--- src/hdl/dnci_pkg.sv ---
// ---------------------------------------------------------------------------
// dnci_pkg
// shared constants and waypoint tables of the day/night color interpolator
// ---------------------------------------------------------------------------
package dnci_pkg;

   localparam int WP_COUNT = 13;

   // configuration register indexes
   localparam logic CSR_CYCLE_PERIOD      = 1'b0;
   localparam logic CSR_MASTER_BRIGHTNESS = 1'b1;

   localparam logic [26:0] PERIOD_RESET     = 27'd60000;
   localparam logic [7:0]  BRIGHTNESS_RESET = 8'd255;

   // reciprocal of 100 for products below 2^16
   localparam logic [12:0] RECIP_100       = 13'd5243;
   localparam int          RECIP_100_SHIFT = 19;

   typedef logic [3:0] seg_type;

   localparam logic [15:0] WP_POS [WP_COUNT] = '{
      16'd0, 16'd5243, 16'd9175, 16'd14418, 16'd19661, 16'd24904, 16'd32768,
      16'd40632, 16'd45875, 16'd51118, 16'd56361, 16'd60293, 16'd65535};
   localparam logic [7:0] WP_RED [WP_COUNT] = '{
      8'd10, 8'd10, 8'd30, 8'd200, 8'd240, 8'd255, 8'd255,
      8'd255, 8'd255, 8'd235, 8'd180, 8'd40, 8'd10};
   localparam logic [7:0] WP_GREEN [WP_COUNT] = '{
      8'd15, 8'd15, 8'd25, 8'd80, 8'd140, 8'd210, 8'd245,
      8'd245, 8'd200, 8'd110, 8'd70, 8'd30, 8'd15};
   localparam logic [7:0] WP_BLUE [WP_COUNT] = '{
      8'd60, 8'd60, 8'd80, 8'd60, 8'd70, 8'd160, 8'd220,
      8'd220, 8'd150, 8'd50, 8'd90, 8'd90, 8'd60};
   localparam logic [7:0] WP_PCT [WP_COUNT] = '{
      8'd20, 8'd20, 8'd28, 8'd55, 8'd80, 8'd95, 8'd100,
      8'd100, 8'd92, 8'd75, 8'd45, 8'd28, 8'd20};

endpackage

--- src/hdl/dnci_prog_div.sv ---
// ---------------------------------------------------------------------------
// dnci_prog_div
// progress = pos * 65536 / period, one quotient bit per stage
// ---------------------------------------------------------------------------
module dnci_prog_div (
   input  logic        clock,
   input  logic        reset,
   input  logic        adv,
   input  logic [26:0] period,
   input  logic        in_valid,
   input  logic [26:0] in_pos,
   output logic        out_valid,
   output logic [15:0] out_progress
);
   import dnci_pkg::*;

   logic        src_v [16];
   logic [26:0] src_r [16];
   logic [15:0] src_q [16];
   logic        v_ff  [16];
   logic [26:0] r_ff  [16];
   logic [15:0] q_ff  [16];

   assign src_v[0] = in_valid;
   assign src_r[0] = in_pos;
   assign src_q[0] = '0;

   for (genvar s = 0; s < 16; s++) begin : g_stage
      logic [27:0] trial;
      logic        ge;
      logic [26:0] r_in;
      if (s > 0) begin : g_link
         assign src_v[s] = v_ff[s-1];
         assign src_r[s] = r_ff[s-1];
         assign src_q[s] = q_ff[s-1];
      end
      always_comb begin
         trial = {src_r[s], 1'b0};
         ge    = trial >= {1'b0, period};
         if (ge) begin
            r_in = 27'(trial - {1'b0, period});
         end else begin
            r_in = trial[26:0];
         end
      end
      always_ff @(posedge clock) begin
         if (reset) begin
            v_ff[s] <= 1'b0;
         end else if (adv) begin
            v_ff[s] <= src_v[s];
         end
         if (adv) begin
            r_ff[s] <= r_in;
            q_ff[s] <= {src_q[s][14:0], ge};
         end
      end
   end

   assign out_valid    = v_ff[15];
   assign out_progress = q_ff[15];
endmodule

--- config.mk ---
export PLATFORM = sky130hd
export DESIGN_NAME = dnci_prog_div
export DESIGN_NICKNAME = d
export VERILOG_FILES = /design/src/hdl/dnci_pkg.sv /design/src/hdl/dnci_prog_div.sv
export SDC_FILE = /design/constraint.sdc
export NUM_CORES = 2
export LEC_CHECK = 0
export ABC_AREA = 1
export BUFFER_PORTS_ARGS = -buffer_cell sky130_fd_sc_hd__buf_2
export CORE_MARGIN = 3
export CORE_UTILIZATION = 40
export DETAILED_ROUTE_END_ITERATION = 6
export PLACE_DENSITY = 0.65
export RECOVER_POWER = 25
export SYNTH_ARGS = -nofsm -noshare
export SYNTH_HDL_FRONTEND = slang
export SYNTH_SLANG_ARGS = --single-unit
export TNS_END_PERCENT = 10
--- constraint.sdc ---
create_clock -name clock -period 3.3 [get_ports clock]
set_input_delay 0.33 -clock clock [delete_from_list [all_inputs] [get_ports clock]]
set_output_delay 0.33 -clock clock [all_outputs]
set_load 0.03 [all_outputs]
==> results.py <==
metrics = {
    "outcome": {
        "status": "complete, but fails checks",
        "violations": "max-capacitance violations, max-slew violations",
    },
    "synthesis": {
        "avgSynthCellArea_um2": 6.605,
        "yosys.cell_count.top_type": "nand2_1",
        "netlist.area_leader.share": 0.3057,
        "synthTopCellsByCount": "nand2_1 (3,249), inv_1 (1,643), edfxtp_1 (557)",
        "syn-num-nets": 8789,
        "syn_inst": 8285,
        "yosysUniqueCellTypes": 44,
        "ys_seq_area_frac": 0.3057,
        "syn_area_um2": 54720,
        "synth_edf_count": 557,
        "yosysWarnings": 0,
        "synth_area_leader_cell": "edfxtp_1",
        "ys_ff_latch": 557,
        "ys.flop_type": "edfxtp_1",
        "synth-async-reset-ratio": 0,
        "synth.area.top_cells": "edfxtp_1 (31%), nand2_1 (22%), inv_1 (11%), ha_1 (9.9%), nand3_1 (4.3%)",
    },
    "cells_and_area": {
        "final_cell_count_no_fill": 10280,
        "area_growth_pct": 10.52,
        "final_nets": 8945,
        "drive_gt1_frac": 0.06660,
    },
    "clocking": {
        "cts_max_level": 3,
        "cts_resized": 0,
        "cts_made_buffers": 72,
        "cts.sinks": 557,
        "cts.clk_slew.worst_paths_ns": 0.06,
        "worstSkewPairLatency_ns": 0.69,
        "cts_root_buf": "clkbuf_16",
        "cts_tree": "yes",
        "clock_path_buffers": 3,
    },
    "routing": {
        "dr.pass1.iters": 6,
        "viasPerCell": 5.054,
        "drt_iter0_markers": 4537,
        "wl_per_cell_um": 17.76,
        "vias": 51970,
        "wirelength_um": 182600,
        "remaining_drc_errors": 0,
        "detail-route-antenna-nets": 0,
    },
    "setup_path": {
        "r2r_setup_slack_ns": 0.76,
        "arrival_ns": 2.83,
        "r2r-start": "r_ff[0][29]",
        "path_depth": 2,
        "rr_worst_depth": 10,
        "crit_type": "in2reg",
        "critPathCaptureType": "flip-flop",
        "max_stage_delay_ns": 1.96,
        "start_kind": "input port",
        "crit_chain": "buf_8 > clkbuf_1",
        "cp_top_family": "buffers and inverters",
        "endpoint": "r_ff[1][15]",
        "slowest_stage": "clkbuf_1",
        "path_buf_inv": 2,
        "required_ns": 3.53,
        "r2r_end": "r_ff[0][60]",
        "crit_start": "adv",
        "crit_fanout": 67,
    },
    "timing": {
        "min_period_over_period": 0.7892,
        "fin_skew_ns": 0.03102,
        "slew-limit-headroom": -0.8007,
        "grt_setup_unrepaired": "false",
        "setup_viol": 0,
        "period_needed_ns": 2.604,
        "max_freq_ghz": 0.3840,
        "fin_ws_ns": 0.6957,
        "worstMarginPinSlew_ns": 2.701,
        "slew_viol_final": 89,
        "finalSetupTns_ns": 0,
        "finalHoldViolations": 0,
    },
    "hold_path": {
        "hp-class": "in2reg",
        "min_path_cells": 3,
    },
    "power_and_ir_drop": {
        "power_leakage_uw": 0.03311,
        "ir_drop_mv": 0.4768,
        "power_density_nw_per_um2": 902.6,
        "total_power_uw": 54590,
    },
    "placement": {
        "dp.cells": 10130,
        "port_buffers": 74,
        "gp_congestion": 0.9580,
        "hpwlAfterDp_um": 139000,
        "preCtsSetupSlack_ns": 0.4627,
    },
    "global_routing": {
        "grt_pass1_vias": 48470,
        "grt_max_degree": 88,
        "grt_pass1_wl_um": 278100,
        "grt_antenna_before_repair": 2,
        "gr-usage-all-layers": 0.2540,
        "grt_overflow": 0,
    },
    "floorplan": {
        "die_y_um": 375.9,
        "rows": 135,
        "initial_utilization": 0.4034,
        "core_um2": 135600,
        "die_x_um": 375.9,
        "io_pins": 75,
        "die-area_um2": 141300,
    },
    "run": {
        "drv_cap": 2,
    },
}
cell families after synthesis:
| logic type | count (synthesis) | synth area share |
|---|---|---|
| AOI/OAI and AO/OA | 406 | 0.04065 |
| and+or+nand+nor | 4869 | 0.3868 |
| buffers and inverters | 1805 | 0.1305 |
| xor gates and xnor gates | 202 | 0.03233 |
| DFF | 557 | 0.3057 |
| adders and majority gates | 446 | 0.1040 |
where the power goes:
part,switching [uW],internal [uW]
combinational,21000,11000
clock,3400,4780
sequential,2480,11900
timing repair:
action,in CTS,in global routing
buffers inserted,0,0
endpoints found under the hold margin,14,0
hold buffers,14,0
per-stage QoR:
step           hold WS, ns  cell area (um2)    util
5_1_grt            0.02877            60480  0.4459
3_3_place_gp        0.4010            57970  0.4274
6_report           0.05003            60480  0.4459
4_1_cts           0.002532            60520  0.4462
2_1_floorplan       0.4003            54720       -
3_5_place_dp        0.4045            57970  0.4274
layout make-up:
type / instances / area [um2]
Antenna cell: 1 / 2.502
Fill cell: 13920 / 75160
Clock inverter: 50 / 531.8
Tap cell: 1781 / 2228
Inverter: 1673 / 6282
Timing Repair Buffer: 214 / 1969
Clock buffer: 82 / 1882
Multi-Input combinational cell: 5923 / 30850
Sequential cell: 557 / 16730
metal layers:
layer	up-vias	track usage	wire length [um]
li1	26360	-	-
met1	23580	0.3485	81580
met2	1673	0.4026	79920
met3	354	0.04032	13780
met4	0	0.09500	7326
met5	-	0	0
registers in the layout (all words and copies together), names as in the netlist:
signal,flops
v_ff,16
r_ff,405
q_ff,136
worst min path at each step:
stage                           start      endpoint  slack [ns]
after floorplan           q_ff[0][83]  q_ff[0][100]        0.40
after global placement    q_ff[1][18]   q_ff[1][35]        0.40
after detailed placement  q_ff[1][88]  q_ff[1][105]        0.40
after CTS                   in_pos[9]   r_ff[0][10]       0.003
after global routing        in_pos[9]   r_ff[0][10]        0.03
final                       in_pos[9]   r_ff[0][10]        0.05
placed cells by master, fill, tap and decap left out, types with 64 or more instances in the layout:
master,count
nand2_1,3249
inv_1,1629
edfxtp_1,557
nor2_1,529
nand3_1,466
ha_1,431
nand4_1,301
xor2_1,202
a21oi_1,197
o21ai_0,128
buf_4,78
clkbuf_16,74
buf_2,73
nand3_2,67
nand3b_1,64
No activity file was read; power rests on OpenSTA's default activity.
