## src/hdl/dnci_pkg.sv

```systemverilog
// ---------------------------------------------------------------------------
// dnci_pkg
// shared constants and waypoint tables of the day/night color interpolator
// ---------------------------------------------------------------------------
package dnci_pkg;

   localparam int WP_COUNT = 13;

   // configuration register indexes
   localparam logic CSR_CYCLE_PERIOD      = 1'b0;
   localparam logic CSR_MASTER_BRIGHTNESS = 1'b1;

   localparam logic [26:0] PERIOD_RESET     = 27'd60000;
   localparam logic [7:0]  BRIGHTNESS_RESET = 8'd255;

   // reciprocal of 100 for products below 2^16
   localparam logic [12:0] RECIP_100       = 13'd5243;
   localparam int          RECIP_100_SHIFT = 19;

   typedef logic [3:0] seg_type;

   localparam logic [15:0] WP_POS [WP_COUNT] = '{
      16'd0, 16'd5243, 16'd9175, 16'd14418, 16'd19661, 16'd24904, 16'd32768,
      16'd40632, 16'd45875, 16'd51118, 16'd56361, 16'd60293, 16'd65535};
   localparam logic [7:0] WP_RED [WP_COUNT] = '{
      8'd10, 8'd10, 8'd30, 8'd200, 8'd240, 8'd255, 8'd255,
      8'd255, 8'd255, 8'd235, 8'd180, 8'd40, 8'd10};
   localparam logic [7:0] WP_GREEN [WP_COUNT] = '{
      8'd15, 8'd15, 8'd25, 8'd80, 8'd140, 8'd210, 8'd245,
      8'd245, 8'd200, 8'd110, 8'd70, 8'd30, 8'd15};
   localparam logic [7:0] WP_BLUE [WP_COUNT] = '{
      8'd60, 8'd60, 8'd80, 8'd60, 8'd70, 8'd160, 8'd220,
      8'd220, 8'd150, 8'd50, 8'd90, 8'd90, 8'd60};
   localparam logic [7:0] WP_PCT [WP_COUNT] = '{
      8'd20, 8'd20, 8'd28, 8'd55, 8'd80, 8'd95, 8'd100,
      8'd100, 8'd92, 8'd75, 8'd45, 8'd28, 8'd20};

endpackage

```

## src/hdl/dnci_pos_mod.sv

```systemverilog
// ---------------------------------------------------------------------------
// dnci_pos_mod
// elapsed time modulo the period, one remainder bit per stage
// ---------------------------------------------------------------------------
module dnci_pos_mod (
   input  logic        clock,
   input  logic        reset,
   input  logic        adv,
   input  logic [26:0] period,
   input  logic        in_valid,
   input  logic [31:0] in_elapsed,
   output logic        out_valid,
   output logic [26:0] out_pos
);
   import dnci_pkg::*;

   logic        src_v   [32];
   logic [26:0] src_rem [32];
   logic [31:0] src_el  [32];
   logic        v_ff    [32];
   logic [26:0] rem_ff  [32];
   logic [31:0] el_ff   [32];
   logic [26:0] rem_in  [32];

   assign src_v[0]   = in_valid;
   assign src_rem[0] = '0;
   assign src_el[0]  = in_elapsed;

   for (genvar s = 0; s < 32; s++) begin : g_stage
      logic [27:0] trial;
      if (s > 0) begin : g_link
         assign src_v[s]   = v_ff[s-1];
         assign src_rem[s] = rem_ff[s-1];
         assign src_el[s]  = el_ff[s-1];
      end
      always_comb begin
         trial = {src_rem[s], src_el[s][31-s]};
         if (trial >= {1'b0, period}) begin
            rem_in[s] = 27'(trial - {1'b0, period});
         end else begin
            rem_in[s] = trial[26:0];
         end
      end
      always_ff @(posedge clock) begin
         if (reset) begin
            v_ff[s] <= 1'b0;
         end else if (adv) begin
            v_ff[s] <= src_v[s];
         end
         if (adv) begin
            rem_ff[s] <= rem_in[s];
            el_ff[s]  <= src_el[s];
         end
      end
   end

   assign out_valid = v_ff[31];
   assign out_pos   = rem_ff[31];
endmodule

```

## config.mk

```make
export PLATFORM = sky130hd
export DESIGN_NAME = dnci_pos_mod
export DESIGN_NICKNAME = d
export VERILOG_FILES = /design/src/hdl/dnci_pkg.sv /design/src/hdl/dnci_pos_mod.sv
export SDC_FILE = /design/constraint.sdc
export NUM_CORES = 2
export LEC_CHECK = 0
export BUFFER_PORTS_ARGS = -buffer_cell sky130_fd_sc_hd__buf_2
export CORE_ASPECT_RATIO = 1.2
export CORE_MARGIN = 2
export CORE_UTILIZATION = 60
export CTS_BUF_LIST = sky130_fd_sc_hd__clkbuf_4
export CTS_CLUSTER_DIAMETER = 80
export DETAILED_ROUTE_END_ITERATION = 10
export PLACE_DENSITY = 0.79
export SYNTH_ARGS = -nofsm -noshare
export SYNTH_HDL_FRONTEND = slang
export SYNTH_SLANG_ARGS = --single-unit
```

## constraint.sdc

```tcl
create_clock -name clock -period 3.6 [get_ports clock]
set_clock_uncertainty 0.1 [all_clocks]
set_input_delay 0 -clock clock [delete_from_list [all_inputs] [get_ports clock]]
set_output_delay 0 -clock clock [all_outputs]
set_load 0.05 [all_outputs]
```

==> flow_metrics.py <==
metrics = {
    "clock_tree": {
        "cts_inserted_buffers": 366,
        "cts_num_sinks": 1392,
        "clkLatencyLatePin_ns": 1.40,
        "ctsRootBufferMaster": "clkbuf_4",
        "clkTransAtPathRegs_ns": 0.06,
        "cts_tree": "done",
        "clk_path_buf_depth": 4,
        "cts_htree_levels": 5,
    },
    "grt": {
        "grt_max_degree": 117,
        "antenna_found_initial": 12,
        "grt_pass1_vias": 75000,
        "grt_pass1_wl_um": 414000,
        "grt_use_total_pct": 34.3,
        "grt-ovfl-total": 0,
    },
    "run_status": {
        "outcome": "complete, no violations",
    },
    "power_and_ir_drop": {
        "p_seq_share_pct": 29.5,
        "switchingPower_mw": 44.6,
        "ir_worst_vdd_mv": 0.516,
        "internal-power_mw": 61.4,
        "comb_power_share_pct": 57.5,
        "p_per_area_mw_per_mm2": 990,
        "leakage_nw": 44.1,
        "switching_share_pct": 42.1,
        "clkPwrFrac_pct": 13.1,
        "finalPower_mw": 106,
    },
    "synthesis": {
        "netlist_instances": 8739,
        "synth.area.top_cells": "edfxtp_1, ha_1, o21ai_0, a21oi_1, nand2_1",
        "synth_seq_area_share_pct": 45.6,
        "synth_seq_cells": 1392,
        "ys_warn_count": 0,
        "synth_area_leader_cell": "edfxtp_1",
        "synth_area_per_cell_sq_um": 10.5,
        "synth.top_cell.area_share_pct": 45.6,
        "synth_cell_types": 90,
        "syn_nets": 9672,
        "synth_area_sq_mm": 0.0916,
        "synth_edf_count": 1392,
        "synthFlopType": "edfxtp_1",
        "async_flop_share_pct": 0,
    },
    "die": {
        "coreArea_sq_mm": 0.152,
        "die_y_um": 432,
        "dieArea_sq_mm": 0.156,
        "io_pins": 91,
        "initial_core_util_pct": 60.3,
        "die_w_um": 361,
        "rows": 157,
    },
    "worst_setup_path": {
        "worstPathMaxFanout": 6,
        "crit_family": "compound AO/OA/AOI/OAI gates",
        "crit_path_cell_trace": "ha_1, nor2b_1, o21a_1, o21bai_2, nand3b_1, a21oi_2, nor3_1, o31a_1, o211a_1, a2111oi_4, buf_6, buf_6, mux2_4",
        "cp.required_ns": 4.61,
        "cp.arrival_ns": 4.60,
        "worstSetupPathType": "reg2reg",
        "crit_slowest_cell": "edfxtp_1",
        "crit_path_end_kind": "flip-flop",
        "worstSetupStartpointType": "flip-flop",
        "cpMostUsedCell": "buf_6",
        "crit_buf_inv": 2,
        "slowest_delay_ns": 0.42,
    },
    "place": {
        "dp.final_hpwl_um": 196000,
        "place_congestion": 0.992,
        "port-buffer-count": 90,
        "placed_cell_area_sq_mm": 0.100,
        "dp_cells": 11300,
        "pre_cts_slack_ns": -0.163,
    },
    "sta": {
        "max_clock_freq_mhz": 279,
        "tightestPinTransition_ns": 0.769,
        "setup_slack_ns": 0.00995,
        "slew_violations": 0,
        "min_period_over_period_pct": 99.7,
        "setup_viol": 0,
        "hold_violations": 0,
        "period_minus_slack_ns": 3.59,
        "relSlewSlack_pct": 48.7,
    },
    "drt": {
        "drtIter0Drc": 6487,
        "viasPerCell": 6.28,
        "ant_nets": 0,
        "drc_errors": 0,
        "wl_per_cell_um": 22.6,
        "via_count": 76000,
        "drt-pass1-iter-count": 6,
        "routed_wl_um": 273000,
    },
    "flow_run": {
        "cap_violations": 0,
    },
    "final_layout": {
        "fin_cells": 12100,
        "design_area_sq_mm": 0.107,
        "finish.utilization_pct": 70.4,
        "drive_gt1_share_pct": 17.5,
        "area_delta_synth_final_pct": 16.7,
        "nets": 10800,
    },
    "min_path": {
        "hold_path.class": "in2reg",
    },
}
-- final cells by class --
type                            count  area, sq um
Antenna cell                       11         27.5
Clock inverter                    129          756
Timing Repair Buffer              993         8790
Clock buffer                      497         3730
Multi-Input combinational cell   6874        48500
Inverter                          219          837
Tap cell                         1987         2490
Fill cell                       11300        45100
Sequential cell                  1392        41800
-- metrics by stage --
stage	hold slack, ns	setup TNS, ns
after floorplan	-0.00113	0
after global placement	0.0766	-2.54
after detailed placement	0.0781	-8.11
after CTS	0.00260	0
after global routing	0.0859	-1.27
final	0.116	0
-- cell families after synthesis --
logic type,share of synthesized area (%)
compound gates,19.3
flops,45.6
mux,3.03
buf+inv,1.98
simple gates,11.4
xor+xnor,6.60
fa+ha+maj,12.1
-- flip-flops by register name, summed over array words and instances, names as in the netlist --
signal  count
v_ff       32
rem_ff    864
el_ff     496
-- cell usage in the layout (no fill, tap or decap), drive strengths merged, types with 64 or more instances in the layout --
cell type    Yosys  routed
xor2           330     330
nand2          869     869
nor2b          103     103
and3            74      74
a211oi          74      74
mux2           216     216
nor3           125     125
ha             839     839
clkinv           0     115
nand4          138     138
nor2           435     435
and2            64      64
dlygate4sd3      0     163
clkbuf         227     501
inv            219     218
xnor2          361     361
a31oi           92      92
o21bai          82      82
a21oi          757     757
o21ai          912     912
a21o           406     406
nand2b         121     121
edfxtp        1392    1392
nand3          119     119
buf             27     826
o21a           145     145
-- power by group through the flow --
stage          clock, mW  sequential, mW  combinational [mW]
3_3_place_gp           0            31.4                57.0
5_1_grt             14.9            31.5                66.6
2_1_floorplan          0            29.2                40.5
4_1_cts             14.1            31.1                59.0
3_5_place_dp           0            31.3                58.3
6_report            13.8            31.2                60.9
-- final timing paths --
check	start	to	slack, ns	cells after the start
max	rem_ff[0][298]	rem_ff[0][346]	0.01	13
min reg2reg	el_ff[1][101]	el_ff[1][133]	0.28	0
min	period[26]	rem_ff[0][134]	0.12	6
max reg2reg	rem_ff[0][298]	rem_ff[0][346]	0.01	13
-- layer usage --
layer	global-route usage [%]	share of wire (%)	vias up
li1	-	-	35600
met1	40.1	38	36100
met2	57.0	47	3257
met3	6.68	7.5	1058
met4	23.7	7.7	4
met5	0	0.0059	-
-- cell usage after synthesis (125+ instances only) --
cell type / count
clkbuf_1: 227
xor2_1: 330
ha_1: 839
a21oi_1: 754
nand2_1: 869
nor2_1: 434
o21a_1: 145
nand4_1: 138
edfxtp_1: 1392
xnor2_1: 361
a21o_1: 406
mux2_2: 198
inv_1: 219
nor3_1: 125
o21ai_0: 900
-- worst register-to-register path, stage by stage (launching register included) --
cell	delay (ns)
edfxtp_1	0.42
ha_1	0.33
nor2b_1	0.15
o21a_1	0.21
o21bai_2	0.15
nand3b_1	0.15
a21oi_2	0.25
nor3_1	0.08
o31a_1	0.33
o211a_1	0.24
a2111oi_4	0.21
buf_6	0.21
buf_6	0.18
mux2_4	0.31
-- what timing repair did --
| item | CTS | global route |
|---|---|---|
| pin swaps | 1 | 13 |
| endpoints found under the hold margin | 2305 | 10 |
| endpoints found under the setup margin | 59 | 403 |
| buffers inserted | 1 | 15 |
| hold buffers | 164 | 1 |
| cloned | 0 | 5 |
| resized for setup | 8 | 129 |
Note: power is estimated with default switching activity, not from simulation.
