`src/hdl/dnci_pkg.sv`:
```
// ---------------------------------------------------------------------------
// dnci_pkg
// shared constants and waypoint tables of the day/night color interpolator
// ---------------------------------------------------------------------------
package dnci_pkg;

   localparam int WP_COUNT = 13;

   // configuration register indexes
   localparam logic CSR_CYCLE_PERIOD      = 1'b0;
   localparam logic CSR_MASTER_BRIGHTNESS = 1'b1;

   localparam logic [26:0] PERIOD_RESET     = 27'd60000;
   localparam logic [7:0]  BRIGHTNESS_RESET = 8'd255;

   // reciprocal of 100 for products below 2^16
   localparam logic [12:0] RECIP_100       = 13'd5243;
   localparam int          RECIP_100_SHIFT = 19;

   typedef logic [3:0] seg_type;

   localparam logic [15:0] WP_POS [WP_COUNT] = '{
      16'd0, 16'd5243, 16'd9175, 16'd14418, 16'd19661, 16'd24904, 16'd32768,
      16'd40632, 16'd45875, 16'd51118, 16'd56361, 16'd60293, 16'd65535};
   localparam logic [7:0] WP_RED [WP_COUNT] = '{
      8'd10, 8'd10, 8'd30, 8'd200, 8'd240, 8'd255, 8'd255,
      8'd255, 8'd255, 8'd235, 8'd180, 8'd40, 8'd10};
   localparam logic [7:0] WP_GREEN [WP_COUNT] = '{
      8'd15, 8'd15, 8'd25, 8'd80, 8'd140, 8'd210, 8'd245,
      8'd245, 8'd200, 8'd110, 8'd70, 8'd30, 8'd15};
   localparam logic [7:0] WP_BLUE [WP_COUNT] = '{
      8'd60, 8'd60, 8'd80, 8'd60, 8'd70, 8'd160, 8'd220,
      8'd220, 8'd150, 8'd50, 8'd90, 8'd90, 8'd60};
   localparam logic [7:0] WP_PCT [WP_COUNT] = '{
      8'd20, 8'd20, 8'd28, 8'd55, 8'd80, 8'd95, 8'd100,
      8'd100, 8'd92, 8'd75, 8'd45, 8'd28, 8'd20};

endpackage

```
`src/hdl/dnci_blend.sv`:
```
// ---------------------------------------------------------------------------
// dnci_blend
// linear blend of color and percent, then brightness scaling by pct / 100
// ---------------------------------------------------------------------------
module dnci_blend (
   input  logic              clock,
   input  logic              reset,
   input  logic              adv,
   input  logic [7:0]        master,
   input  logic              in_valid,
   input  dnci_pkg::seg_type in_seg,
   input  logic [8:0]        in_frac,
   output logic              out_valid,
   output logic [7:0]        out_red,
   output logic [7:0]        out_green,
   output logic [7:0]        out_blue,
   output logic [7:0]        out_bright
);
   import dnci_pkg::*;

   // channels: red, green, blue, percent
   logic [7:0]         from_in [4];
   logic [7:0]         to_in   [4];
   logic signed [19:0] prod_in [4];
   logic               p_v_ff;
   logic [7:0]         from_ff [4];
   logic signed [19:0] prod_ff [4];

   always_comb begin
      from_in[0] = WP_RED[in_seg];
      from_in[1] = WP_GREEN[in_seg];
      from_in[2] = WP_BLUE[in_seg];
      from_in[3] = WP_PCT[in_seg];
      to_in[0]   = WP_RED[in_seg + 4'd1];
      to_in[1]   = WP_GREEN[in_seg + 4'd1];
      to_in[2]   = WP_BLUE[in_seg + 4'd1];
      to_in[3]   = WP_PCT[in_seg + 4'd1];
      for (int c = 0; c < 4; c++) begin
         prod_in[c] = ($signed({12'b0, to_in[c]}) - $signed({12'b0, from_in[c]}))
                    * $signed({11'b0, in_frac});
      end
   end

   logic signed [19:0] adj     [4];
   logic [7:0]         lvl_in  [4];
   logic               l_v_ff;
   logic [7:0]         lvl_ff  [3];
   logic [15:0]        bprod_ff;
   logic [15:0]        bprod_in;

   // divide by 256 with truncation toward zero
   always_comb begin
      for (int c = 0; c < 4; c++) begin
         adj[c]    = prod_ff[c] + (prod_ff[c][19] ? 20'sd255 : 20'sd0);
         lvl_in[c] = from_ff[c] + 8'(adj[c] >>> 8);
      end
      bprod_in = {8'b0, master} * {8'b0, lvl_in[3]};
   end

   logic [28:0] scaled;
   logic        o_v_ff;
   logic [7:0]  o_lvl_ff [3];
   logic [7:0]  o_bright_ff;

   assign scaled = {13'b0, bprod_ff} * {16'b0, RECIP_100};

   always_ff @(posedge clock) begin
      if (reset) begin
         p_v_ff <= 1'b0;
         l_v_ff <= 1'b0;
         o_v_ff <= 1'b0;
      end else if (adv) begin
         p_v_ff <= in_valid;
         l_v_ff <= p_v_ff;
         o_v_ff <= l_v_ff;
      end
      if (adv) begin
         for (int c = 0; c < 4; c++) begin
            from_ff[c] <= from_in[c];
            prod_ff[c] <= prod_in[c];
         end
         for (int c = 0; c < 3; c++) begin
            lvl_ff[c]   <= lvl_in[c];
            o_lvl_ff[c] <= lvl_ff[c];
         end
         bprod_ff    <= bprod_in;
         o_bright_ff <= scaled[RECIP_100_SHIFT +: 8];
      end
   end

   assign out_valid  = o_v_ff;
   assign out_red    = o_lvl_ff[0];
   assign out_green  = o_lvl_ff[1];
   assign out_blue   = o_lvl_ff[2];
   assign out_bright = o_bright_ff;
endmodule

```
`config.mk`:
```
export PLATFORM = sky130hd
export DESIGN_NAME = dnci_blend
export DESIGN_NICKNAME = d
export VERILOG_FILES = /design/src/hdl/dnci_pkg.sv /design/src/hdl/dnci_blend.sv
export SDC_FILE = /design/constraint.sdc
export NUM_CORES = 1
export LEC_CHECK = 0
export BUFFER_PORTS_ARGS = -buffer_cell sky130_fd_sc_hd__clkbuf_2
export CAP_MARGIN = 30
export CORE_AREA = 5 5 245 247
export CTS_CLUSTER_SIZE = 30
export DETAILED_ROUTE_END_ITERATION = 10
export DIE_AREA = 0 0 250 252
export HOLD_SLACK_MARGIN = 0.02
export SLEW_MARGIN = 40
export SYNTH_ARGS = -nofsm -noshare
export SYNTH_HDL_FRONTEND = slang
export SYNTH_SLANG_ARGS = --single-unit
```
`constraint.sdc`:
```
create_clock -name clock -period 15.3 [get_ports clock]
set_input_delay 1.53 -clock clock [delete_from_list [all_inputs] [get_ports clock]]
set_output_delay 1.53 -clock clock [all_outputs]
set_load 0.02 [all_outputs]
```
==> results.md <==
* Clock root buffer: clkbuf_16
* Htree depth at 4
* Post-CTS sizing at 0
* Ys async rst share at 0%
* Area share of the largest cell type after synthesis at 24.3%
* Syn Nets at 3383
* Max FO, Critical Path at 24
* Most used DFF post-synth: edfxtp_1
* Layout cell share with drive strength beyond 1 at 4.46%
* Row count at 88
* MaxCap Viol Count at 0
* Fill cells at 5365
* Fin Clk Skew at 11.0 ps
* Worst Max-Slew Pin Slew at 817 ps
* Post-synth EDFFs at 169
* IO Pins at 58
* Design Area, Final at 0.0274 mm²
* Routed wl met3 at 1510 µm
* DPL Wire Length at 43400 µm
* Mapped Area at 0.0257 mm²
* Top-count cell post-synth: inv_1
* Status: finished clean
* CTS sink cnt at 172
* Post-Route M1 WL at 23800 µm
* Fin. Hold Viols at 0
* Die height at 252 µm
* Synth Instances at 2596
* Core Footprint at 0.0574 mm²
* Worst hold start: lvl_ff[0][10]
* Vias at 17247
* Via-to-Cell Ratio at 5.06
* Initial antenna violation count at 1
* # setup viols final at 0
* DIE AREA at 0.0630 mm²
* Reg clk slew, reported paths at 70 ps
* Slew margin rel. at 45.1%
* Slowest-stage cell, CP: ha_1
* Top routing layer used: met5
* Chip Width at 250 µm
* Hold buffers post-CTS at 0
* Worst skew pair latency at 490 ps
* 1st-pass router iterations at 5
* Setup TNS Final at 0 ps
* Area leader, netlist: fa_1
* Num CTS Buffers at 17
* Placed standard-cell area at 0.0268 mm²
* Register area share after synthesis at 20.0%
* TritonCTS clock tree: yes
* Arr. time, crit path at 9820 ps
* Routed wl met2 at 27200 µm
* Starting density of the core at 44.7%
* Post-synth top cells: inv_1 (537), ha_1 (451), fa_1 (311)
* Final nets at 3419
* PortBufs at 57
* FF+latch count, synth at 172
* Period minus WS final at 9590 ps
* Worst setup path startpoint: in_seg[2]
* Wirelength, routed at 53200 µm
* Fmax at 104 MHz
* First-pass GRT wire length at 91000 µm
* Tot GR Track Use at 17.6%
* Vias in the first global route at 18506
* Warnings from Yosys at 0
* DRC Markers at 0
* Post-CTS Setup Bufs at 0
* Crit path launch type: input pin
* Layout area overhead at 6.78%
* RR Startpoint: prod_ff[3][18]
* CTS max path bufs at 2
* Crit share post-route at 62.7%
* CP Capture Type: register
* Yosys cell types at 72
* Worst path required time at 15530 ps
* Hold WC Path Type: reg2reg
* DRT iter0 DRCs at 854
* GP Congestion at 0.867
* Largest stage delay, worst path at 850 ps
* RSZ-0062 raised after global routing: no
* Synthesized area per cell at 9.88 µm²
* Crit Path Class: in2reg
* Post-DRT Antenna Nets at 0
* Pin count of the biggest net entering global routing at 92
* Grt ovf at 0
* Synth area leaders: fa_1 (24%), ha_1 (22%), edfxtp_1 (20%), inv_1 (7.9%), xnor2_1 (3.9%)
* Slew Limit Fails at 0
* Wire per inst at 15.6 µm
## layout make-up
| cell class | count | area, µm² | area share, % |
|---|---|---|---|
| Multi-Input combinational cell | 1838 | 18300 | 66.9 |
| Clock inverter | 15 | 163 | 0.594 |
| Sequential cell | 172 | 5130 | 18.7 |
| Clock buffer | 17 | 425 | 1.55 |
| Timing Repair Buffer | 64 | 353 | 1.29 |
| Antenna cell | 1 | 2.50 | 0.00913 |
| Tap cell | 765 | 957 | 3.49 |
| Inverter | 539 | 2020 | 7.39 |
## state kept, by name, summed over array words and instances, names as in the netlist
| register | cells |
|---|---|
| out_valid | 1 |
| lvl_ff | 24 |
| prod_ff | 67 |
| out_bright | 8 |
| p_v_ff | 1 |
| l_v_ff | 1 |
| from_ff | 30 |
| bprod_ff | 16 |
| o_lvl_ff | 24 |
## through the flow
stage | instances | hold WS [ps] | utilization (%) | worst slack (ps)
CTS | 3410 | 421 | 47.7 | 5800
global placement | 3378 | 403 | 46.7 | 5480
finish | 3411 | 420 | 47.8 | 5710
detailed placement | 3378 | 405 | 46.7 | 5270
floorplan | 2596 | 400 | - | 6640
global route | 3410 | 425 | 47.8 | 5140
## critical path, delay by kind of cell
kind / cells / cell delay, ps
simple gates: 6 / 1300
compound gates: 8 / 1430
buf+inv: 6 / 990
xor+xnor: 2 / 630
fa+ha+maj: 8 / 3920
## placed cells by master, fill, tap and decap left out, drive strengths merged, types with 16 or more instances in the layout
| cell | n |
|---|---|
| nand2 | 214 |
| o21bai | 16 |
| and2 | 151 |
| a21o | 33 |
| ha | 451 |
| clkbuf | 73 |
| o21a | 17 |
| o21ai | 57 |
| inv | 542 |
| nand3 | 18 |
| a21oi | 102 |
| fa | 311 |
| nor2b | 39 |
| edfxtp | 169 |
| nor2 | 89 |
| xor2 | 34 |
| nand2b | 66 |
| xnor2 | 114 |
## cell families (layout without fill, tap and decap cells)
group / count (synthesis) / after routing / share of synthesized area (%)
adders and majority gates: 762 / 762 / 46.3
and+or+nand+nor: 628 / 628 / 12.3
buffers and inverters: 586 / 635 / 8.60
AOI/OAI and AO/OA: 295 / 295 / 7.51
DFF: 172 / 172 / 20.0
xor gates and xnor gates: 148 / 148 / 5.08
muxes: 5 / 5 / 0.200
other: 0 / 1 / 0
## worst paths after layout
kind	end	slack (ps)	cells past startpoint
setup / recovery	prod_ff[1][18]	5710	30
hold / removal	o_lvl_ff[0][10]	420	0
setup reg to reg	bprod_ff[15]	7280	29
hold reg to reg	o_lvl_ff[0][10]	420	0
## layer usage
metal	GRT usage [%]	vias up
met5	0	-
met4	4.12	2
met3	2.64	39
met2	31.4	187
met1	22.8	8603
li1	-	8416
Power is left out: the tool's default activity adds up to more than one toggle a clock period on the data nets, which glitch-free logic cannot reach.
