File: src/hdl/dnci_pkg.sv
// ---------------------------------------------------------------------------
// dnci_pkg
// shared constants and waypoint tables of the day/night color interpolator
// ---------------------------------------------------------------------------
package dnci_pkg;

   localparam int WP_COUNT = 13;

   // configuration register indexes
   localparam logic CSR_CYCLE_PERIOD      = 1'b0;
   localparam logic CSR_MASTER_BRIGHTNESS = 1'b1;

   localparam logic [26:0] PERIOD_RESET     = 27'd60000;
   localparam logic [7:0]  BRIGHTNESS_RESET = 8'd255;

   // reciprocal of 100 for products below 2^16
   localparam logic [12:0] RECIP_100       = 13'd5243;
   localparam int          RECIP_100_SHIFT = 19;

   typedef logic [3:0] seg_type;

   localparam logic [15:0] WP_POS [WP_COUNT] = '{
      16'd0, 16'd5243, 16'd9175, 16'd14418, 16'd19661, 16'd24904, 16'd32768,
      16'd40632, 16'd45875, 16'd51118, 16'd56361, 16'd60293, 16'd65535};
   localparam logic [7:0] WP_RED [WP_COUNT] = '{
      8'd10, 8'd10, 8'd30, 8'd200, 8'd240, 8'd255, 8'd255,
      8'd255, 8'd255, 8'd235, 8'd180, 8'd40, 8'd10};
   localparam logic [7:0] WP_GREEN [WP_COUNT] = '{
      8'd15, 8'd15, 8'd25, 8'd80, 8'd140, 8'd210, 8'd245,
      8'd245, 8'd200, 8'd110, 8'd70, 8'd30, 8'd15};
   localparam logic [7:0] WP_BLUE [WP_COUNT] = '{
      8'd60, 8'd60, 8'd80, 8'd60, 8'd70, 8'd160, 8'd220,
      8'd220, 8'd150, 8'd50, 8'd90, 8'd90, 8'd60};
   localparam logic [7:0] WP_PCT [WP_COUNT] = '{
      8'd20, 8'd20, 8'd28, 8'd55, 8'd80, 8'd95, 8'd100,
      8'd100, 8'd92, 8'd75, 8'd45, 8'd28, 8'd20};

endpackage

File: src/hdl/dnci_seg_frac.sv
// ---------------------------------------------------------------------------
// dnci_seg_frac
// segment lookup, then segment progress 0..256 by a nine-stage divider
// ---------------------------------------------------------------------------
module dnci_seg_frac (
   input  logic                clock,
   input  logic                reset,
   input  logic                adv,
   input  logic                in_valid,
   input  logic [15:0]         in_progress,
   output logic                out_valid,
   output dnci_pkg::seg_type   out_seg,
   output logic [8:0]          out_frac
);
   import dnci_pkg::*;

   seg_type     seg_in;
   logic [12:0] diff_in;
   logic [12:0] span_in;
   logic        a_v_ff;
   seg_type     a_seg_ff;
   logic [12:0] a_diff_ff;
   logic [12:0] a_span_ff;

   // first waypoint above the progress, else the final segment
   always_comb begin
      seg_in = seg_type'(WP_COUNT - 2);
      for (int i = WP_COUNT - 2; i >= 1; i--) begin
         if (in_progress < WP_POS[i]) begin
            seg_in = seg_type'(i - 1);
         end
      end
      diff_in = 13'(in_progress - WP_POS[seg_in]);
      span_in = 13'(WP_POS[seg_in + 4'd1] - WP_POS[seg_in]);
   end

   always_ff @(posedge clock) begin
      if (reset) begin
         a_v_ff <= 1'b0;
      end else if (adv) begin
         a_v_ff <= in_valid;
      end
      if (adv) begin
         a_seg_ff  <= seg_in;
         a_diff_ff <= diff_in;
         a_span_ff <= span_in;
      end
   end

   logic        src_v    [9];
   seg_type     src_seg  [9];
   logic [12:0] src_r    [9];
   logic [12:0] src_span [9];
   logic [8:0]  src_q    [9];
   logic        v_ff     [9];
   seg_type     seg_ff   [9];
   logic [12:0] r_ff     [9];
   logic [12:0] span_ff  [9];
   logic [8:0]  q_ff     [9];

   assign src_v[0]    = a_v_ff;
   assign src_seg[0]  = a_seg_ff;
   assign src_r[0]    = a_diff_ff;
   assign src_span[0] = a_span_ff;
   assign src_q[0]    = '0;

   for (genvar s = 0; s < 9; s++) begin : g_stage
      logic [13:0] trial;
      logic        ge;
      logic [12:0] r_in;
      if (s > 0) begin : g_link
         assign src_v[s]    = v_ff[s-1];
         assign src_seg[s]  = seg_ff[s-1];
         assign src_r[s]    = r_ff[s-1];
         assign src_span[s] = span_ff[s-1];
         assign src_q[s]    = q_ff[s-1];
      end
      always_comb begin
         // top quotient bit compares without a shift so diff == span gives 256
         if (s == 0) begin
            trial = {1'b0, src_r[s]};
         end else begin
            trial = {src_r[s], 1'b0};
         end
         ge = trial >= {1'b0, src_span[s]};
         if (ge) begin
            r_in = 13'(trial - {1'b0, src_span[s]});
         end else begin
            r_in = trial[12:0];
         end
      end
      always_ff @(posedge clock) begin
         if (reset) begin
            v_ff[s] <= 1'b0;
         end else if (adv) begin
            v_ff[s] <= src_v[s];
         end
         if (adv) begin
            seg_ff[s]  <= src_seg[s];
            r_ff[s]    <= r_in;
            span_ff[s] <= src_span[s];
            q_ff[s]    <= {src_q[s][7:0], ge};
         end
      end
   end

   assign out_valid = v_ff[8];
   assign out_seg   = seg_ff[8];
   assign out_frac  = q_ff[8];
endmodule

File: config.mk
export PLATFORM = sky130hd
export DESIGN_NAME = dnci_seg_frac
export DESIGN_NICKNAME = d
export VERILOG_FILES = /design/src/hdl/dnci_pkg.sv /design/src/hdl/dnci_seg_frac.sv
export SDC_FILE = /design/constraint.sdc
export NUM_CORES = 1
export LEC_CHECK = 0
export CORE_MARGIN = 4
export CORE_UTILIZATION = 30
export DETAILED_ROUTE_END_ITERATION = 6
export DONT_BUFFER_PORTS = 1
export SYNTH_ARGS = -nofsm -noshare
export SYNTH_HDL_FRONTEND = slang
export SYNTH_SLANG_ARGS = --single-unit
File: constraint.sdc
create_clock -name clock -period 5.8 [get_ports clock]
set_input_delay 0.29 -clock clock [delete_from_list [all_inputs] [get_ports clock]]
set_output_delay 0.29 -clock clock [all_outputs]
set_load 0.01 [all_outputs]
==> results of run 1 <==
repair_timing:
item,in CTS,in global routing
endpoints found under the hold margin,20,0
setup buffers,0,0
hold buffers,6,0
kinds of logic after synthesis:
family / share of synthesized area
compound gates: 0.1367
simple gates: 0.09559
flops: 0.5279
buf+inv: 0.04581
fa+ha+maj: 0.1138
xor+xnor: 0.04907
mux: 0.03094
other cells: 0.0002122
final cells by class:
cell class                      instances  area (µm²)  area share
Timing Repair Buffer                   12       115.1    0.005860
Sequential cell                       311        9329      0.4749
Inverter                              148       555.5     0.02828
Clock buffer                           42       965.9     0.04917
Multi-Input combinational cell       1017        7532      0.3834
Tap cell                              765       957.2     0.04873
Clock inverter                         23       188.9    0.009618
through the flow:
stage	hold WS, ns	worst slack (ns)	utilization	power, µW	cells
2_1_floorplan	0.3624	0.9636	-	7232	1522
3_3_place_gp	0.3652	0.5047	0.3174	8151	2247
3_5_place_dp	0.3712	0.4502	0.3174	8232	2247
4_1_cts	0.007495	1.061	0.3385	10540	2318
5_1_grt	0.03577	0.4868	0.3385	11240	2318
6_report	0.07495	0.9102	0.3385	10430	2318
power breakdown:
group          leakage (µW)  internal, µW  switching [µW]
Clock              0.000572          1290             918
Sequential          0.00304          3440             347
Combinational       0.00415          2050            2380
synthesized netlist by cell type (4+ instances only):
cell       count
edfxtp_1     310
ha_1         147
inv_1        147
a21oi_1      125
nor2_1        94
nand2_1       71
xnor2_1       67
o21ai_0       64
a21o_1        50
mux2_2        44
nor3_1        37
xor2_1        32
nand3_1       23
and2_1        20
nand4_1       19
nor2b_1       19
o21a_1        18
buf_4         17
clkbuf_1      16
a31oi_1       15
and3_1        13
or2_2         13
o21ai_1       11
a21boi_0      10
nand2b_1      10
a211oi_1       9
buf_2          8
fa_1           8
nor4_1         8
o2111ai_1      8
o31ai_1        8
or3_1          7
o21bai_1       5
o31ai_2        5
buf_1          4
mux2i_1        4
o211ai_1       4
o22ai_1        4
o31a_1         4
worst max-delay path: stages:
cell and delay [ns]:
nor4_4 0.30, a2111oi_4 0.12, o31ai_4 0.41, inv_2 0.21, nand2b_1 0.15, nand2_1 0.06
a21o_1 0.24, inv_1 0.27, ha_1 0.37, inv_1 0.15, a21oi_1 0.39, nor2_1 0.29
o21ai_1 0.23, a21oi_1 0.11, a21oi_1 0.20, ha_1 0.32, nor2b_1 0.16, o21ai_0 0.40
nor3_2 0.12, nor3_1 0.29, xnor2_1 0.10
flip-flops by register name (all words and copies together) (netlist names):
| name | cells |
|---|---|
| seg_ff | 36 |
| q_ff | 45 |
| a_seg_ff | 4 |
| a_diff_ff | 13 |
| r_ff | 104 |
| a_span_ff | 11 |
| v_ff | 9 |
| span_ff | 88 |
| a_v_ff | 1 |
layer usage:
layer,share of wire,GRT usage,wire (µm)
met1,0.43,0.1339,15240
met5,0,0,0
met3,0.038,0.02264,1375
met2,0.50,0.2022,17860
met4,0.035,0.04280,1261
worst max path at each step:
| stage | startpoint | to | slack, ns | depth (start not counted) |
|---|---|---|---|---|
| 2_1_floorplan | in_progress[6] | a_span_ff[11] | 0.96 | 23 |
| 4_1_cts | in_progress[7] | a_span_ff[9] | 1.06 | 21 |
| 5_1_grt | in_progress[7] | a_span_ff[11] | 0.49 | 21 |
| 3_5_place_dp | in_progress[7] | a_span_ff[9] | 0.45 | 21 |
| 3_3_place_gp | in_progress[7] | a_span_ff[11] | 0.50 | 21 |
| 6_report | in_progress[7] | a_span_ff[9] | 0.91 | 21 |
==> flow_summary.toml, run 1 <==
[status]
status = "complete, no violations"

[placement]
dp_hpwl_mm = 25.61
port_buffers = 0
placed_cell_area_um2 = 18420
place.gp.congestion = 0.8674

[logic_synthesis]
ys_ff_latch = 311
syn_nets = 1697
ys_top_cells_by_area = "edfxtp_1 (53%), ha_1 (10%), a21oi_1 (3.5%), xnor2_1 (3.3%), inv_1 (3.1%)"
yosysSeqAreaShare = 0.5279
syn_avg_cell_area_um2 = 11.61
syn_area_um2 = 17670
synth_top_area_cell = "edfxtp_1"
ys_warn_count = 0
synth_cell_types = 75
synth_cells = 1522
synthArstFlopShare = 0
synth-edff-count = 310
yosysTopAreaCellShare = 0.5268
synthFlopType = "edfxtp_1"

[timing]
layout_worst_path_cycle_share = 0.8431
fmax_mhz = 204.5
slew-limit-headroom = 0.2637
fin_worst_skew_ns = 0.02048
setup_tns_ns = 0
min_period_ns = 4.890
rsz0062_at_grt = "false"
finalSetupViolations = 0
tightest_slew_ns = 1.104
slew_violations = 0
finalHoldViolCount = 0

[setup_path]
path_class = "in2reg"
cp_max_fo = 13
start_kind = "primary input"
timing.rr.end = "r_ff[0][20]"
r2r_start = "span_ff[0][0]"
critPathArrivalTime_ns = 5.19
cp.required_ns = 6.10
rr_worst_depth = 12
rrSetupSlack_ns = 2.13
critPathCaptureType = "register"

[floorplanning]
die_width_um = 250.7
rows = 88
die_area_um2 = 62850
core_um2 = 58030
num_io_pins = 34
die_h_um = 250.7
start_util = 0.3045

[clock_tree]
cts_tree = "yes"
cts_root_buffer = "clkbuf_16"
cts_buffers = 37
cts_resized = 0
path_clk_slew_ns = 0.06
clkSinkCount = 311
cts.path.max_buffers = 3
cts_htree_levels = 2
clkLatencyLatePin_ns = 0.55

[hold_path]
holdCritStartpoint = "in_progress[12]"
hold-path-endpoint = "a_diff_ff[12]"
min_path_cells = 2
hp-class = "in2reg"

[global_routing]
grt_usage = 0.1130
grt_start_max_net_pins = 228
antenna_found_initial = 1
first_global_vias = 11550
grt_pass1_wl_mm = 58.37
grt_overflow = 0

[layout]
syn2layout_area_growth_pct = 11.17
final_common_cell = "edfxtp_1"
fillCellCount = 5710
fin_area_um2 = 19640
diodes = 0
drive_gt1_frac = 0.08950
most-common-layout-cells = "edfxtp_1 (310), inv_1 (147), ha_1 (147)"
nNetsFinal = 1702

[job]
cap_violations = 0

[routing]
routed_via_density = 4.827
via_count = 11190
wl_per_cell_um = 15.42
dr.pass1.iters = 5
drc = 0
ant_nets = 0
drt_wl_total_mm = 35.73
drt_iter0_drc = 660

[power]
power.leakage_uw = 0.007765
ir_worst_vdd_uv = 245.8
p_per_area_nw_per_um2 = 531.0
No activity file was read; power rests on OpenSTA's default activity.
==> inputs of run 2 (changes only) <==
--- a/config.mk
+++ b/config.mk
@@ -5,6 +5,7 @@
 export SDC_FILE = /design/constraint.sdc
 export NUM_CORES = 1
 export LEC_CHECK = 0
+export ABC_AREA = 1
 export CORE_MARGIN = 4
 export CORE_UTILIZATION = 30
 export DETAILED_ROUTE_END_ITERATION = 6
==> constraint.sdc (replaced) <==
create_clock -name clock -period 4.1 [get_ports clock]
set_input_delay 0.205 -clock clock [delete_from_list [all_inputs] [get_ports clock]]
set_output_delay 0.205 -clock clock [all_outputs]
set_load 0.01 [all_outputs]
==> run 2 against run 1 <==
Die area increased by 0.46%. Highest routed layer unchanged. Count of clock-buffer cells in the layout decreased by 1. Combinational power increased by 36%. Setup slack got worse by 0.26 ns. Clock power increased by 43%. First-iteration DRC count decreased by 3.5%. Register-to-register slack got worse by 1.2 ns. Clock skew increased by 0.00053 ns. Non-clock buffer count increased by 10. Power increased by 38%.
==> flow_summary.toml, run 2 <==
[status]
status = "complete, no violations"

[logic_synthesis]
ys_top_cells_by_area = "edfxtp_1 (52%), ha_1 (10%), a21oi_1 (5.7%), nand2_1 (5.4%), inv_1 (5.1%)"
yosysTopAreaCellShare = 0.5243
synth_cell_types = 53
syn_avg_cell_area_um2 = 10.01
synth_top_area_cell = "edfxtp_1"
syn_area_um2 = 17760
synth_cells = 1774
synthFlopType = "edfxtp_1"
ys_warn_count = 0
synth_most_common_cell = "edfxtp_1"
yosysSeqAreaShare = 0.5254
synth-edff-count = 310
synthArstFlopShare = 0
synth_commonest_cells = "edfxtp_1 (310), nand2_1 (256), inv_1 (241)"
ys_ff_latch = 311
syn_nets = 1949

[floorplanning]
num_io_pins = 34
die_h_um = 251.3
die_area_um2 = 63140
die_width_um = 251.3
rows = 88
core_um2 = 58140
start_util = 0.3054

[timing]
finalSetupViolations = 0
slew_violations = 0
slew-limit-headroom = 0.5488
holdWs_ns = 0.03337
finalHoldViolCount = 0
fin_worst_skew_ns = 0.02100
layout_worst_path_cycle_share = 0.8417
fmax_mhz = 289.8
rsz0062_at_grt = "false"
setup_tns_ns = 0
min_period_ns = 3.451
tightest_slew_ns = 0.6767

[setup_path]
start_kind = "primary input"
slowest_delay_ns = 0.44
crit_family = "compound AO/OA/AOI/OAI gates"
cp_max_fo = 11
critPathCaptureType = "register"
crit_path_frequent_cell = "nand2_1"
crit_slowest_cell = "ha_1"
cp.required_ns = 4.38
critPathArrivalTime_ns = 3.73
worst-path-buf-inv = 4
path_class = "in2reg"

[layout]
fin_area_um2 = 19910
syn2layout_area_growth_pct = 12.15
reg_top3 = "r_ff: 104 flops, span_ff: 88 flops, q_ff: 45 flops"
final_util = 0.3425
largest_reg_flops = 104
fillCellCount = 5860
nNetsFinal = 1975
diodes = 0
drive_gt1_frac = 0.06795
most-common-layout-cells = "edfxtp_1 (310), nand2_1 (256), inv_1 (241)"
top_register = "r_ff"
final_common_cell = "edfxtp_1"

[clock_tree]
cts_resized = 0
clkSinkCount = 311
cts_htree_levels = 2
cts.path.max_buffers = 3
path_clk_slew_ns = 0.06
clkLatencyLatePin_ns = 0.54
cts_buffers = 35
cts_root_buffer = "clkbuf_16"
cts_tree = "yes"
cts_setup_buffers = 0
holdBufCountCts = 2

[global_routing]
grt_pass1_wl_mm = 60.31
grt_overflow = 0
antenna_found_initial = 1
first_global_vias = 12300
grt_start_max_net_pins = 305
grt_usage = 0.1152

[placement]
port_buffers = 0
placed_cell_area_um2 = 18630
dp_hpwl_mm = 27.08
place.gp.congestion = 0.9037

[power]
power.switching_uw = 5374
p_per_area_nw_per_um2 = 724.4
pwr-share-clk = 0.219
ir_worst_vdd_uv = 374.1
p_int_uw = 9051
seq_power_share = 0.364
pwr-share-comb = 0.417
power.leakage_uw = 0.008374
finalPower_uw = 14420
switching_share = 0.3725

[routing]
ant_nets = 0
drt_iter0_drc = 637
dr.pass1.iters = 5
wl_per_cell_um = 14.37
drc = 0
via_count = 12110
drt_wl_total_mm = 37.22
routed_via_density = 4.676

[job]
cap_violations = 0

[hold_path]
hp-class = "in2reg"
[run 2: cell families after synthesis]
group / count (synthesis) / synth area share
AO/OA/AOI/OAI: 348 / 0.1106
XOR/XNOR: 92 / 0.04538
adder cells (fa/ha/maj): 155 / 0.1126
buffers and inverters: 287 / 0.06539
flip-flops: 311 / 0.5254
multiplexers: 1 / 0.0005638
other: 1 / 0.0002112
AND/OR/NAND/NOR: 579 / 0.1398
[run 2: final timing paths]
check                           slack (ns)      startpoint  cells after the start        endpoint
worst max register to register        0.98  span_ff[0][88]                     13    r_ff[0][100]
worst max-delay path                  0.65  in_progress[6]                     28   a_diff_ff[12]
worst min-delay path                  0.03             adv                      1  span_ff[0][46]
worst min register to register        0.41      q_ff[0][9]                      0     q_ff[0][19]
[run 2: metrics by stage]
stage	std cells	worst slack [ns]
6_report	2590	0.6491
4_1_cts	2586	0.7321
2_1_floorplan	1774	0.2580
3_3_place_gp	2522	0.2816
3_5_place_dp	2522	0.1817
5_1_grt	2590	0.2704
[run 2: worst reg2reg max path: stages, from the launching register on]
cell      delay, ns
edfxtp_1       0.36
inv_1          0.10
ha_1           0.43
nand2_1        0.08
o21ai_1        0.30
a21oi_1        0.18
o21ai_1        0.24
nand3_1        0.10
nand2_1        0.15
a41oi_1        0.10
o21ai_2        0.31
buf_4          0.29
o21ai_0        0.11
o21a_1         0.12
[run 2: layout make-up]
cell class	count	area, µm²	share of cell area
Tap cell	765	957.2	0.04807
Multi-Input combinational cell	1176	7266	0.3649
Timing Repair Buffer	22	250.2	0.01257
Inverter	254	953.4	0.04788
Clock inverter	21	259.0	0.01301
Clock buffer	41	898.4	0.04511
Sequential cell	311	9329	0.4685
[run 2: routing by layer]
layer / vias to the layer above / track usage / share of wire
met5: - / 0 / 0
met4: 0 / 0.03867 / 0.030
met3: 76 / 0.02276 / 0.034
met2: 182 / 0.2114 / 0.50
met1: 5695 / 0.1345 / 0.43
li1: 6158 / - / -
[run 2: power groups by stage]
| stage | combinational [µW] | clock (µW) | sequential (µW) |
|---|---|---|---|
| 6_report | 6010 | 3160 | 5250 |
| 5_1_grt | 6870 | 3410 | 5350 |
| 4_1_cts | 5930 | 3270 | 5260 |
| 3_5_place_dp | 5890 | 0 | 5320 |
| 3_3_place_gp | 5750 | 0 | 5300 |
| 2_1_floorplan | 4700 | 0 | 5110 |
==> inputs of run 3 (changes only) <==
==> constraint.sdc (replaced) <==
create_clock -name clock -period 2.95 [get_ports clock]
set_input_delay 0.1475 -clock clock [delete_from_list [all_inputs] [get_ports clock]]
set_output_delay 0.1475 -clock clock [all_outputs]
set_load 0.01 [all_outputs]
==> run 3 against run 2 <==
Routed wire length increased by 0.95%. First-iteration DRC count shrank 5.8%. Cell count rose by 5.3%. Combinational power grew 54%. Cell area rose by 7.4%. Count of clock-buffer cells in the layout grew 7. Power grew 44%. Critical endpoint is now a_span_ff[12]. Clock skew is 0.0057 ns lower. Clock power is 34% higher. The run now ends with negative hold slack left.
==> flow_summary.toml, run 3 (synthesis results as in run 2) <==
[status]
status = "finished, violations left"
violations = "negative hold slack"

[clock_tree]
cts_tree = "yes"
cts_htree_levels = 2
holdBufCountCts = 5
cts_buffers = 35
path_clk_slew_ns = 0.06
clkSinkCount = 311
clkLatencyLatePin_ns = 0.54
cts_root_buffer = "clkbuf_16"
cts.path.max_buffers = 3

[floorplanning]
start_util = 0.3054
die_h_um = 251.3
die_width_um = 251.3
num_io_pins = 34
core_um2 = 58140
die_area_um2 = 63140
rows = 88

[global_routing]
grt_pass1_wl_mm = 62.57
grt_start_max_net_pins = 305
first_global_vias = 13260
grt_overflow = 0
grt_usage = 0.1192
antenna_found_initial = 1

[layout]
syn2layout_area_growth_pct = 20.42
drive_gt1_frac = 0.1719
diodes = 0
final_util = 0.3678
final_common_cell = "edfxtp_1"
largest_reg_flops = 104
most-common-layout-cells = "edfxtp_1 (310), nand2_1 (235), inv_1 (232)"
top_register = "r_ff"
nNetsFinal = 2110
reg_top3 = "r_ff: 104 flops, span_ff: 88 flops, q_ff: 45 flops"

[setup_path]
slowest_delay_ns = 0.32
crit_path_frequent_cell = "nand2_1"
critPathArrivalTime_ns = 3.24
start_kind = "primary input"
critPathCaptureType = "register"
crit_slowest_cell = "ha_1"
path_class = "in2reg"
cp.required_ns = 3.25
cp_max_fo = 7

[routing]
drc = 0
ant_nets = 0
dr.pass1.iters = 5
via_count = 12760
drt_iter0_drc = 600
wl_per_cell_um = 13.78
drt_wl_total_mm = 37.57
routed_via_density = 4.680

[timing]
layout_worst_path_cycle_share = 0.9979
finalHoldViolCount = 18
slew_violations = 0
rsz0062_at_grt = "true"
slew-limit-headroom = 0.3940
holdWs_ns = -0.2468
finalSetupViolations = 0
fmax_mhz = 339.7
tightest_slew_ns = 0.9091
min_period_ns = 2.944
fin_worst_skew_ns = 0.01527

[placement]
dp_hpwl_mm = 27.89
port_buffers = 0
place.gp.congestion = 0.8886

[power]
p_per_area_nw_per_um2 = 970.2
power.leakage_uw = 0.009096
ir_worst_vdd_uv = 528.7
finalPower_uw = 20750

[job]
cap_violations = 0

[hold_path]
hp-class = "in2reg"
-- run 3: changes by cell type in the layout (fill, tap and decap cells not counted), moves of 10 or more --
cell / delta
nor2_2: +10
nand2_2: +14
nor2_1: -11
a21oi_1: -10
buf_4: +123
nand2_1: -21
-- run 3: area by class of cell --
type                    instances  area, µm²
flip-flops and latches        311       9329
multi-input cells            1176       7685
fillers                      5704      36750
repair buffers                157       1323
clock inverters                15      156.4
well taps                     765      957.2
clock buffers                  48      954.7
inverters                     254      977.2
-- run 3: critical path, delay by kind of cell --
kind	cells	cell delay [ns]
compound gates	6	0.89
simple gates	16	1.28
buf+inv	5	0.45
fa+ha+maj	2	0.48
-- run 3: where the power goes --
group / switching [µW] / internal (µW)
combinational: 5300 / 3960
clock: 1710 / 2530
sequential: 584 / 6660
total: 7590 / 13200
-- run 3: timing repair --
action	CTS	global route
gates resized for setup	8	85
setup endpoints to repair	4	73
pin swaps	4	44
endpoints found under the hold margin	313	241
gates cloned	0	0
setup buffers	1	6
-- run 3: routing by layer --
metal,global-route usage,up-vias,share of wire
met3,0.01945,96,0.032
met5,0,-,0
met1,0.1241,5990,0.39
li1,-,6447,-
met4,0.05801,0,0.043
met2,0.2307,225,0.53
-- run 3: final timing paths --
path	from	to	slack, ns	depth (start not counted)
setup / recovery	in_progress[6]	a_span_ff[12]	0.006	29
hold reg to reg	seg_ff[0][11]	seg_ff[0][15]	0.41	0
setup reg to reg	span_ff[0][62]	r_ff[0][73]	0.16	13
hold / removal	adv	a_span_ff[12]	-0.25	0
-- run 3: through the flow --
step	area, µm²	setup TNS (ns)	std cells	worst slack, ns
floorplan	17850	-4.481	1774	-0.6516
global placement	19790	-8.332	2651	-0.5770
detailed placement	19790	-8.394	2651	-0.6181
CTS	20990	0	2720	0.01350
global route	21380	-0.8034	2726	-0.2023
finish	21380	0	2726	0.006139
